[config.mk]
export PLATFORM = sky130hd
export DESIGN_NAME = mdrt_ram
export DESIGN_NICKNAME = d
export VERILOG_FILES = /design/src/sv/mdrt_ram.sv
export SDC_FILE = /design/constraint.sdc
export NUM_CORES = 1
export LEC_CHECK = 0
export BUFFER_PORTS_ARGS = -buffer_cell sky130_fd_sc_hd__buf_2
export CAP_MARGIN = 25
export CORE_MARGIN = 5
export CORE_UTILIZATION = 60
export DETAILED_ROUTE_END_ITERATION = 7
export PLACE_DENSITY = 0.77
export SYNTH_ARGS = -nofsm -noshare
export SYNTH_HDL_FRONTEND = slang
export SYNTH_SLANG_ARGS = --single-unit
[constraint.sdc]
create_clock -name clk -period 3.9 [get_ports clk]
set_input_delay 0.585 -clock clk [delete_from_list [all_inputs] [get_ports clk]]
set_output_delay 0.585 -clock clk [all_outputs]
set_load 0.02 [all_outputs]
[src/sv/mdrt_ram.sv]
// generic single write port, single read port ram with registered read
module mdrt_ram #(
	parameter int WIDTH = 8,
	parameter int DEPTH = 32
) (
	input  logic                     clk,
	input  logic                     we,
	input  logic [$clog2(DEPTH)-1:0] waddr,
	input  logic [WIDTH-1:0]         wdata,
	input  logic [$clog2(DEPTH)-1:0] raddr,
	output logic [WIDTH-1:0]         rdata
);

	logic [WIDTH-1:0] mem [DEPTH];

	always_ff @(posedge clk) begin
		if (we) begin
			mem[waddr] <= wdata;
		end
		rdata <= mem[raddr];
	end

endmodule

==> metrics <==
DRT antenna net count 0; H-tree depth 1; final setup fails 0; Port Buffers 27; num rows 47; Starting Density 60.8%; RSZ-0062 raised after global routing false; TritonCTS buffer count 25; delay-heaviest family, CP multiplexers; crit-path max FO 24; leakage 3.50 nW; required time of the critical path 4310 ps; Tcrit/Tclk final 57.6%; Worst Reg-to-Reg Cells 3; pin count of the biggest net entering global routing 37; drt initial violations 546; vias per cell 6.50; # nets final 476; critical path's most frequent cell mux4_2; Tmin final 2240 ps; Die Height 139 um; Hold Crit Class in -> reg; fin. max-slew vios 0; Worst-path clk slew 60 ps; Distinct cells, synth 15; Cells after Synth 417; CP Launch Type input pin; Setup crit end kind register; Setup Fix Bufs, Post-CTS 0; synthesized net count 437; io pins 28; power per cell area 519 nW/um2; Final HPWL DP 12,200 um; vias in the first global route 4,649; reg2reg start mem[4][2]$_DFFE_PP_; Ys Warns 0; Avg WL per Cell 28.7 um; Min-Delay Endpoint rdata[3]$_DFF_P_; Sum Neg Setup Slack 0 ps; Synth Register Bits 264; CP bufs+invs 2; PostCTS Resize Cnt 0; FF-to-FF End rdata[2]$_DFF_P_; Rel. slew slack 37.8%; status complete, no violations; fmax 446 MHz; Max Cap Viol 0; Placer Congestion 0.755; worst path cell trace buf_4 > buf_12 > mux4_2 > mux4_2 > mux2_2; Root Buffer clkbuf_16; all-layer global routing usage 21.3%; CTS tree yes; flop2flop setup slack 2070 ps; CTS sink cnt 264; VDD IR max 407 uV; fin cells 694; drt drc 0; fillers 965; Post-Syn Area 10,100 um2; CP Data Arrival Time 2650 ps; Clk Latency, worst-skew pair 520 ps; hold_buf cts 0; min-delay src raddr[3]; ant diodes 0; drt pass-1 iters 5; Max Root-Sink Buffers 3; Worst Clk Skew 13.9 ps; final hold violations 0; critical path type in -> reg; Hold Path Stages 2; Layout area overhead 11.6%; Routed WL 19,900 um; CP max stage delay 560 ps; fraction of layout cells with a size suffix above 1 33.8%; syn avg cell area 24.1 um2; routed vias 4,509; Worst Max-Slew Pin Slew 930 ps; first-pass GRT wire length 30,700 um; die area 19,400 um2; global route total overflow 0; number of antenna violations at the first check in global routing 0; register area share after synthesis 78.1%; CP max stage cell mux4_2; Die Width 139 um; Core ar. 16,500 um2; dpl cells 648
==> layout by cell type (no fill, tap or decap) <==
| master | count |
|---|---|
| buf_12 | 2 |
| buf_2 | 26 |
| buf_4 | 4 |
| bufinv_16 | 3 |
| clkbuf_1 | 2 |
| clkbuf_16 | 25 |
| clkinv_1 | 6 |
| clkinv_2 | 6 |
| clkinvlp_4 | 2 |
| dfxtp_1 | 8 |
| edfxtp_1 | 256 |
| inv_6 | 1 |
| mux2_2 | 8 |
| mux4_2 | 80 |
| nand2_1 | 1 |
| nand3_1 | 2 |
| nand3b_1 | 5 |
| nor2_1 | 33 |
| or3_1 | 1 |
| or3b_2 | 3 |
==> Yosys cell counts <==
cell type | n | share of area [%]
dfxtp_1 | 8 | 1.6
clkbuf_1 | 6 | 0.22
buf_6 | 1 | 0.11
nand3b_1 | 5 | 0.37
edfxtp_1 | 256 | 76
buf_2 | 1 | 0.050
nor2_1 | 33 | 1.2
mux2_2 | 8 | 0.90
or3b_2 | 3 | 0.26
buf_1 | 6 | 0.22
or3_1 | 1 | 0.062
nand2_1 | 1 | 0.037
nand3_1 | 2 | 0.10
mux4_2 | 80 | 18
buf_4 | 6 | 0.45
==> routing by layer <==
| metal | GRT usage (%) | vias up | part of all wire, % |
|---|---|---|---|
| li1 | - | 1857 | - |
| met1 | 33.9 | 2385 | 42 |
| met2 | 31.3 | 244 | 47 |
| met3 | 4.60 | 23 | 10 |
| met4 | 4.89 | 0 | 1.7 |
| met5 | 0 | - | 0 |
==> cell type report <==
type	count	area, um2	area share [%]
clock buffers	27	633	5.64
clock inverters	18	166	1.48
multi-input cells	133	2100	18.7
flip-flops and latches	264	7850	69.9
well taps	220	275	2.45
repair buffers	32	200	1.78
==> flip-flops by register name (all words and copies together), names as in the netlist <==
name,count
mem,256
rdata,8
==> worst max path at each step <==
stage / startpoint / endpoint / depth (start not counted)
global route: raddr[0] / rdata[3]$_DFF_P_ / 5
global placement: raddr[0] / rdata[5]$_DFF_P_ / 5
floorplan: raddr[2] / rdata[0]$_DFF_P_ / 5
CTS: raddr[0] / rdata[2]$_DFF_P_ / 5
detailed placement: raddr[0] / rdata[2]$_DFF_P_ / 5
finish: raddr[0] / rdata[3]$_DFF_P_ / 5
==> cell families (layout without fill, tap and decap cells) <==
| family | after synthesis | after routing | synth area share, % |
|---|---|---|---|
| buffers and inverters | 20 | 77 | 1.06 |
| flip-flops | 264 | 264 | 78.1 |
| multiplexers | 88 | 88 | 18.8 |
| AND/OR/NAND/NOR | 45 | 45 | 2.07 |
==> through the flow <==
step           utilization [%]  setup slack (ps)  cell area, um2  hold slack [ps]  power (mW)
2_1_floorplan                -              1510           10100              684        3.41
3_3_place_gp              63.0              1100           10400              884        3.52
3_5_place_dp              63.0              1070           10400              894        3.54
4_1_cts                   67.9              1610           11200              543        5.86
5_1_grt                   67.9              1520           11200              556        6.01
6_report                  67.9              1660           11200              557        5.83
==> report_power, final <==
group / internal (mW) / switching (mW) / total [mW]
Clock: 1.37 / 0.981 / 2.35
Combinational: 0.127 / 0.173 / 0.301
Sequential: 3.15 / 0.0189 / 3.17
Total: 4.65 / 1.17 / 5.83
(Power assumes the default switching activity.)
