### src/sv/mdrt_pkg.sv
// shared types and codes for the module directory refcount table
package mdrt_pkg;

	// request codes
	localparam logic [1:0] REQ_ADD    = 2'd0;
	localparam logic [1:0] REQ_LINK   = 2'd1;
	localparam logic [1:0] REQ_UNLINK = 2'd2;

	// status codes
	localparam logic [1:0] ST_OK        = 2'd0;
	localparam logic [1:0] ST_NOT_FOUND = 2'd1;
	localparam logic [1:0] ST_FULL      = 2'd2;

	localparam logic [15:0] COUNT_MAX  = 16'hFFFF;
	localparam logic [15:0] COUNT_ZERO = 16'h0000;
	localparam logic [15:0] COUNT_ONE  = 16'h0001;
	localparam logic [7:0]  BYTE_ANY   = 8'h00;

	typedef struct packed {
		logic [1:0]  req_type;
		logic [31:0] header_address;
		logic [15:0] type_language;
		logic [15:0] attribute_revision;
		logic [63:0] module_name;
		logic        make_permanent;
	} req_t;

	typedef struct packed {
		logic [1:0]  status;
		logic [31:0] found_header;
		logic [15:0] link_count_after;
		logic        entry_removed;
	} rsp_t;

	typedef struct packed {
		logic [31:0] header;
		logic [15:0] type_language;
		logic [15:0] attribute_revision;
		logic [63:0] name;
		logic [15:0] link_count;
		logic        permanent;
		logic [15:0] age_stamp;
	} entry_t;

	// ranking of the best candidate so far
	typedef struct packed {
		logic        have;
		logic [7:0]  rev;
		logic [15:0] age;
	} score_t;

	localparam int ENTRY_W = $bits(entry_t);

endpackage

### src/sv/mdrt_eval.sv
// per-entry candidate test and ranking against the best entry so far
module mdrt_eval #(
	parameter int NAME_CHARS = 8
) (
	input  mdrt_pkg::req_t   req,
	input  mdrt_pkg::entry_t ent,
	input  logic             ent_valid,
	input  logic [15:0]      ins_cnt,
	input  mdrt_pkg::score_t best,
	output mdrt_pkg::score_t cand,
	output logic             take
);

	function automatic logic is_name_char(input logic [7:0] c);
		is_name_char = (c >= "0" && c <= "9") || (c >= "A" && c <= "Z") ||
			(c >= "a" && c <= "z") || c == "_" || c == "." || c == "$";
	endfunction

	function automatic logic [7:0] fold(input logic [7:0] c);
		fold = (c >= "A" && c <= "Z") ? c + 8'h20 : c;
	endfunction

	logic       name_ok;
	logic [7:0] a_ch;
	logic [7:0] b_ch;
	logic       type_ok;
	logic       lang_ok;
	logic       better;

	// walk from the last position back so the first zero of the stored name wins
	always_comb begin
		name_ok = 1'b0;
		a_ch    = '0;
		b_ch    = '0;
		for (int i = NAME_CHARS - 1; i >= 0; i--) begin
			a_ch = ent.name[63 - 8 * i -: 8];
			b_ch = req.module_name[63 - 8 * i -: 8];
			if (a_ch == 8'h00) begin
				name_ok = !is_name_char(b_ch);
			end else if (fold(a_ch) != fold(b_ch)) begin
				name_ok = 1'b0;
			end
		end
	end

	always_comb begin
		type_ok = (req.type_language[15:8] == mdrt_pkg::BYTE_ANY) ||
			(req.type_language[15:8] == ent.type_language[15:8]);
		lang_ok = (req.type_language[7:0] == mdrt_pkg::BYTE_ANY) ||
			(req.type_language[7:0] == ent.type_language[7:0]);
		cand.have = 1'b1;
		cand.rev  = ent.attribute_revision[7:0];
		cand.age  = ins_cnt - ent.age_stamp;
		better    = 1'b0;
		take      = 1'b0;
		case (req.req_type)
			mdrt_pkg::REQ_ADD: begin
				take = !ent_valid && !best.have;
			end
			mdrt_pkg::REQ_LINK: begin
				better = !best.have || cand.rev > best.rev ||
					(cand.rev == best.rev && cand.age < best.age);
				take = ent_valid && type_ok && lang_ok && name_ok && better;
			end
			mdrt_pkg::REQ_UNLINK: begin
				better = !best.have || cand.age < best.age;
				take = ent_valid && ent.header == req.header_address && better;
			end
			default: begin
				take = 1'b0;
			end
		endcase
	end

endmodule

### config.mk
export PLATFORM = sky130hd
export DESIGN_NAME = mdrt_eval
export DESIGN_NICKNAME = d
export VERILOG_FILES = /design/src/sv/mdrt_pkg.sv /design/src/sv/mdrt_eval.sv
export SDC_FILE = /design/constraint.sdc
export NUM_CORES = 1
export LEC_CHECK = 0
export BUFFER_PORTS_ARGS = -buffer_cell sky130_fd_sc_hd__buf_2
export CELL_PAD_IN_SITES_DETAIL_PLACEMENT = 1
export CELL_PAD_IN_SITES_GLOBAL_PLACEMENT = 2
export CORE_MARGIN = 10
export CORE_UTILIZATION = 19
export DETAILED_ROUTE_END_ITERATION = 7
export MAX_ROUTING_LAYER = met4
export PLACE_DENSITY = 0.86
export SYNTH_ARGS = -nofsm -noshare
export SYNTH_HDL_FRONTEND = slang
export SYNTH_SLANG_ARGS = --single-unit
### constraint.sdc
create_clock -name vclk -period 3.64
set_clock_uncertainty 0.15 [all_clocks]
set_input_delay 0.364 -clock vclk [all_inputs]
set_output_delay 0.364 -clock vclk [all_outputs]
set_load 0.05 [all_outputs]
==> results.py <==
metrics = {
    "die": {
        "core-area_mm2": 0.02584,
        "rows": 59,
        "start_util_pct": 19.19,
        "fp.dieH_um": 181.5,
        "fp.dieW_um": 181.5,
        "ios": 360,
        "die_area_mm2": 0.03296,
    },
    "layout": {
        "final_util_pct": 30.56,
        "layout_commonest_cell": "buf_2",
        "mostFrequentLayoutCells": "314 x buf_2, 98 x buf_4, 89 x xnor2_1",
        "fin_cells": 1434,
        "design_area_mm2": 0.007895,
        "nClkBuffers": 0,
        "fillCellCount": 3336,
        "design.seq.count": 0,
        "final-seq-area_um2": 0,
        "drive_gt1_share_pct": 42.48,
        "fin_nets": 1493,
        "areaGrowthSynthToFinish_pct": 59.22,
    },
    "placed_design": {
        "place_ws_ns": -1.025,
        "hpwlAfterDp_um": 22680,
        "io_buffers": 317,
        "dpl-instance-area_mm2": 0.007665,
        "post-place-cells": 1421,
        "place.gp.congestion": 0.9033,
    },
    "run_status": {
        "violations": "setup timing",
        "outcome": "finished, violations left",
    },
    "route": {
        "drt-wirelength-per-cell_um": 17.29,
        "top_layer": "met4",
        "first_pass_iters": 4,
        "drcViolationCount": 0,
        "route.met3.wl_um": 1024,
        "wl_um": 24800,
        "drtAntennaViolNets": 0,
        "num_vias": 6744,
        "viasPerCell": 4.703,
        "drt-initial-drc-count": 123,
        "drt-met1-wl_um": 10840,
        "wl_met2_um": 12700,
    },
    "global_routing": {
        "grt_use_total_pct": 14.30,
        "grt_max_degree": 10,
        "grt_pass1_vias": 7355,
        "gr-total-overflow": 0,
        "antenna_found_initial": 2,
        "grt_pass1_wl_um": 38880,
    },
    "worst_setup_path": {
        "critical-path-top-delay-family": "compound AO/OA/AOI/OAI gates",
        "crit_path_top_delay_cell": "fa_2",
        "cp_data_required_time_ns": 3.13,
        "timing_worst_setup_path_type": "input pin to primary output",
        "critPathMaxFanout": 2,
        "cp-start-kind": "input pin",
        "critPathBufInv": 5,
        "cp-end-kind": "primary output",
        "critPathLaunch": "ins_cnt[0]",
        "cpMostUsedCell": "buf_6",
        "cp.arrival_ns": 3.93,
        "slowest_delay_ns": 0.35,
        "worstPathCellList": "buf_6, inv_4, ha_4, inv_2, fa_2, a21o_1, a21oi_2, o21bai_1, a211o_1, nand3_2, a31oi_4, xor2_4, ha_2, or3_4, buf_4, o221ai_2, o22ai_2, nand2_1, o41ai_4, o31ai_4, buf_6",
    },
    "timing": {
        "whs_ns": 0.8845,
        "slew_violations": 0,
        "fin_setup_tns_ns": -0.8087,
        "max_freq_mhz": 224.8,
        "post-route-period-util_pct": 122.2,
        "rsz0062_at_grt": "true",
        "postLayoutSetupSlackWorst_ns": -0.8087,
        "period_minus_slack_ns": 4.449,
        "max_slew.worst_pin.slew_ns": 0.6860,
        "hold_viol": 0,
        "max_slew_margin_pct": 53.67,
        "final-setup-viol-count": 1,
    },
    "job": {
        "cap_viol_max_count": 0,
    },
    "pwr": {
        "combPwrFrac_pct": 100.0,
        "power.share.clock_pct": 0,
        "p_total_mw": 1.261,
        "swShare_pct": 54.81,
        "seqPwrFrac_pct": 0,
        "power_switching_uw": 691.3,
        "power.internal_uw": 570.0,
        "power_density_mw_per_mm2": 159.8,
        "vdd_drop_max_mv": 0.09715,
        "p_leak_nw": 3.673,
    },
    "synthesis": {
        "synth_top_cell_by_area": "xnor2_1",
        "synth_top_family_by_area": "simple AND/OR/NAND/NOR gates",
        "synth-xor-area-share_pct": 24.30,
        "syn_nets": 1104,
        "avgSynthCellArea_um2": 6.984,
        "synthDistinctLibCells": 75,
        "yosysSeqAreaShare_pct": 0,
        "synth-adder-area-share_pct": 15.29,
        "synth_compound_area_share_pct": 24.85,
        "synthMuxAreaShare_pct": 0,
        "yosysWarnings": 0,
        "synthTopCellsByArea": "xnor2_1 17%, ha_1 15%, xor2_1 7.2%",
        "netlist_area_mm2": 0.004959,
        "synth_top_area_share_pct": 16.60,
        "synth-simple-area-share_pct": 27.76,
        "synthCells": 710,
    },
    "min_path": {
        "hold_class": "input pin to primary output",
        "worstHoldStart": "ent[97]",
    },
    "cts": {
        "holdBufCountCts": 0,
    },
}
routing by layer:
metal,vias up,track usage (%)
li1,3400,-
met5,-,-
met1,3140,16.80
met2,190,26.41
met3,14,1.670
met4,0,1.139
power by group through the flow:
stage	clock [mW]	combinational [mW]	sequential [mW]
after global routing	0.0000000735	1.38	0
after global placement	0	1.16	0
after CTS	0	1.25	0
after floorplan	0	0.694	0
final	0.0000000735	1.26	0
after detailed placement	0	1.19	0
Yosys cell counts (5+ instances only):
master / count
clkbuf_1: 19
nand2_1: 41
o21ai_0: 33
nor4_1: 23
o211ai_1: 8
a211oi_1: 5
buf_4: 9
xor2_1: 41
nor2_1: 42
o2bb2ai_1: 5
nand4b_1: 5
o22ai_1: 5
nor3_1: 29
nand4_1: 20
o41ai_1: 9
a31oi_1: 12
a21oi_1: 31
nand2b_1: 10
or4_1: 9
ha_1: 59
o31ai_1: 7
nand3_1: 21
inv_1: 65
or3_1: 8
a21boi_0: 5
and3_1: 6
xnor2_1: 94
logic make-up after synthesis:
kind of cell	after synthesis
simple gates	247
compound gates	173
xor+xnor	136
buf+inv	93
fa+ha+maj	60
other cells	1
layout make-up:
class	count	area, µm²	area share, %
Tap cell	335	419.2	5.309
Inverter	65	246.5	3.122
Antenna cell	2	5.005	0.06339
Timing Repair Buffer	415	2345	29.70
Multi-Input combinational cell	617	4880	61.81
timing repair:
| action | in CTS | in global routing |
|---|---|---|
| pin swaps | 22 | 4 |
| endpoints found under the setup margin | 1 | 3 |
| setup buffers | 11 | 0 |
| resized for setup | 20 | 7 |
path summary, 6_finish.rpt:
kind / to / slack [ns] / cells past startpoint
hold / removal: cand[16] / 0.88 / 2
setup / recovery: take / -0.81 / 21
No activity file was read; power rests on OpenSTA's default activity.
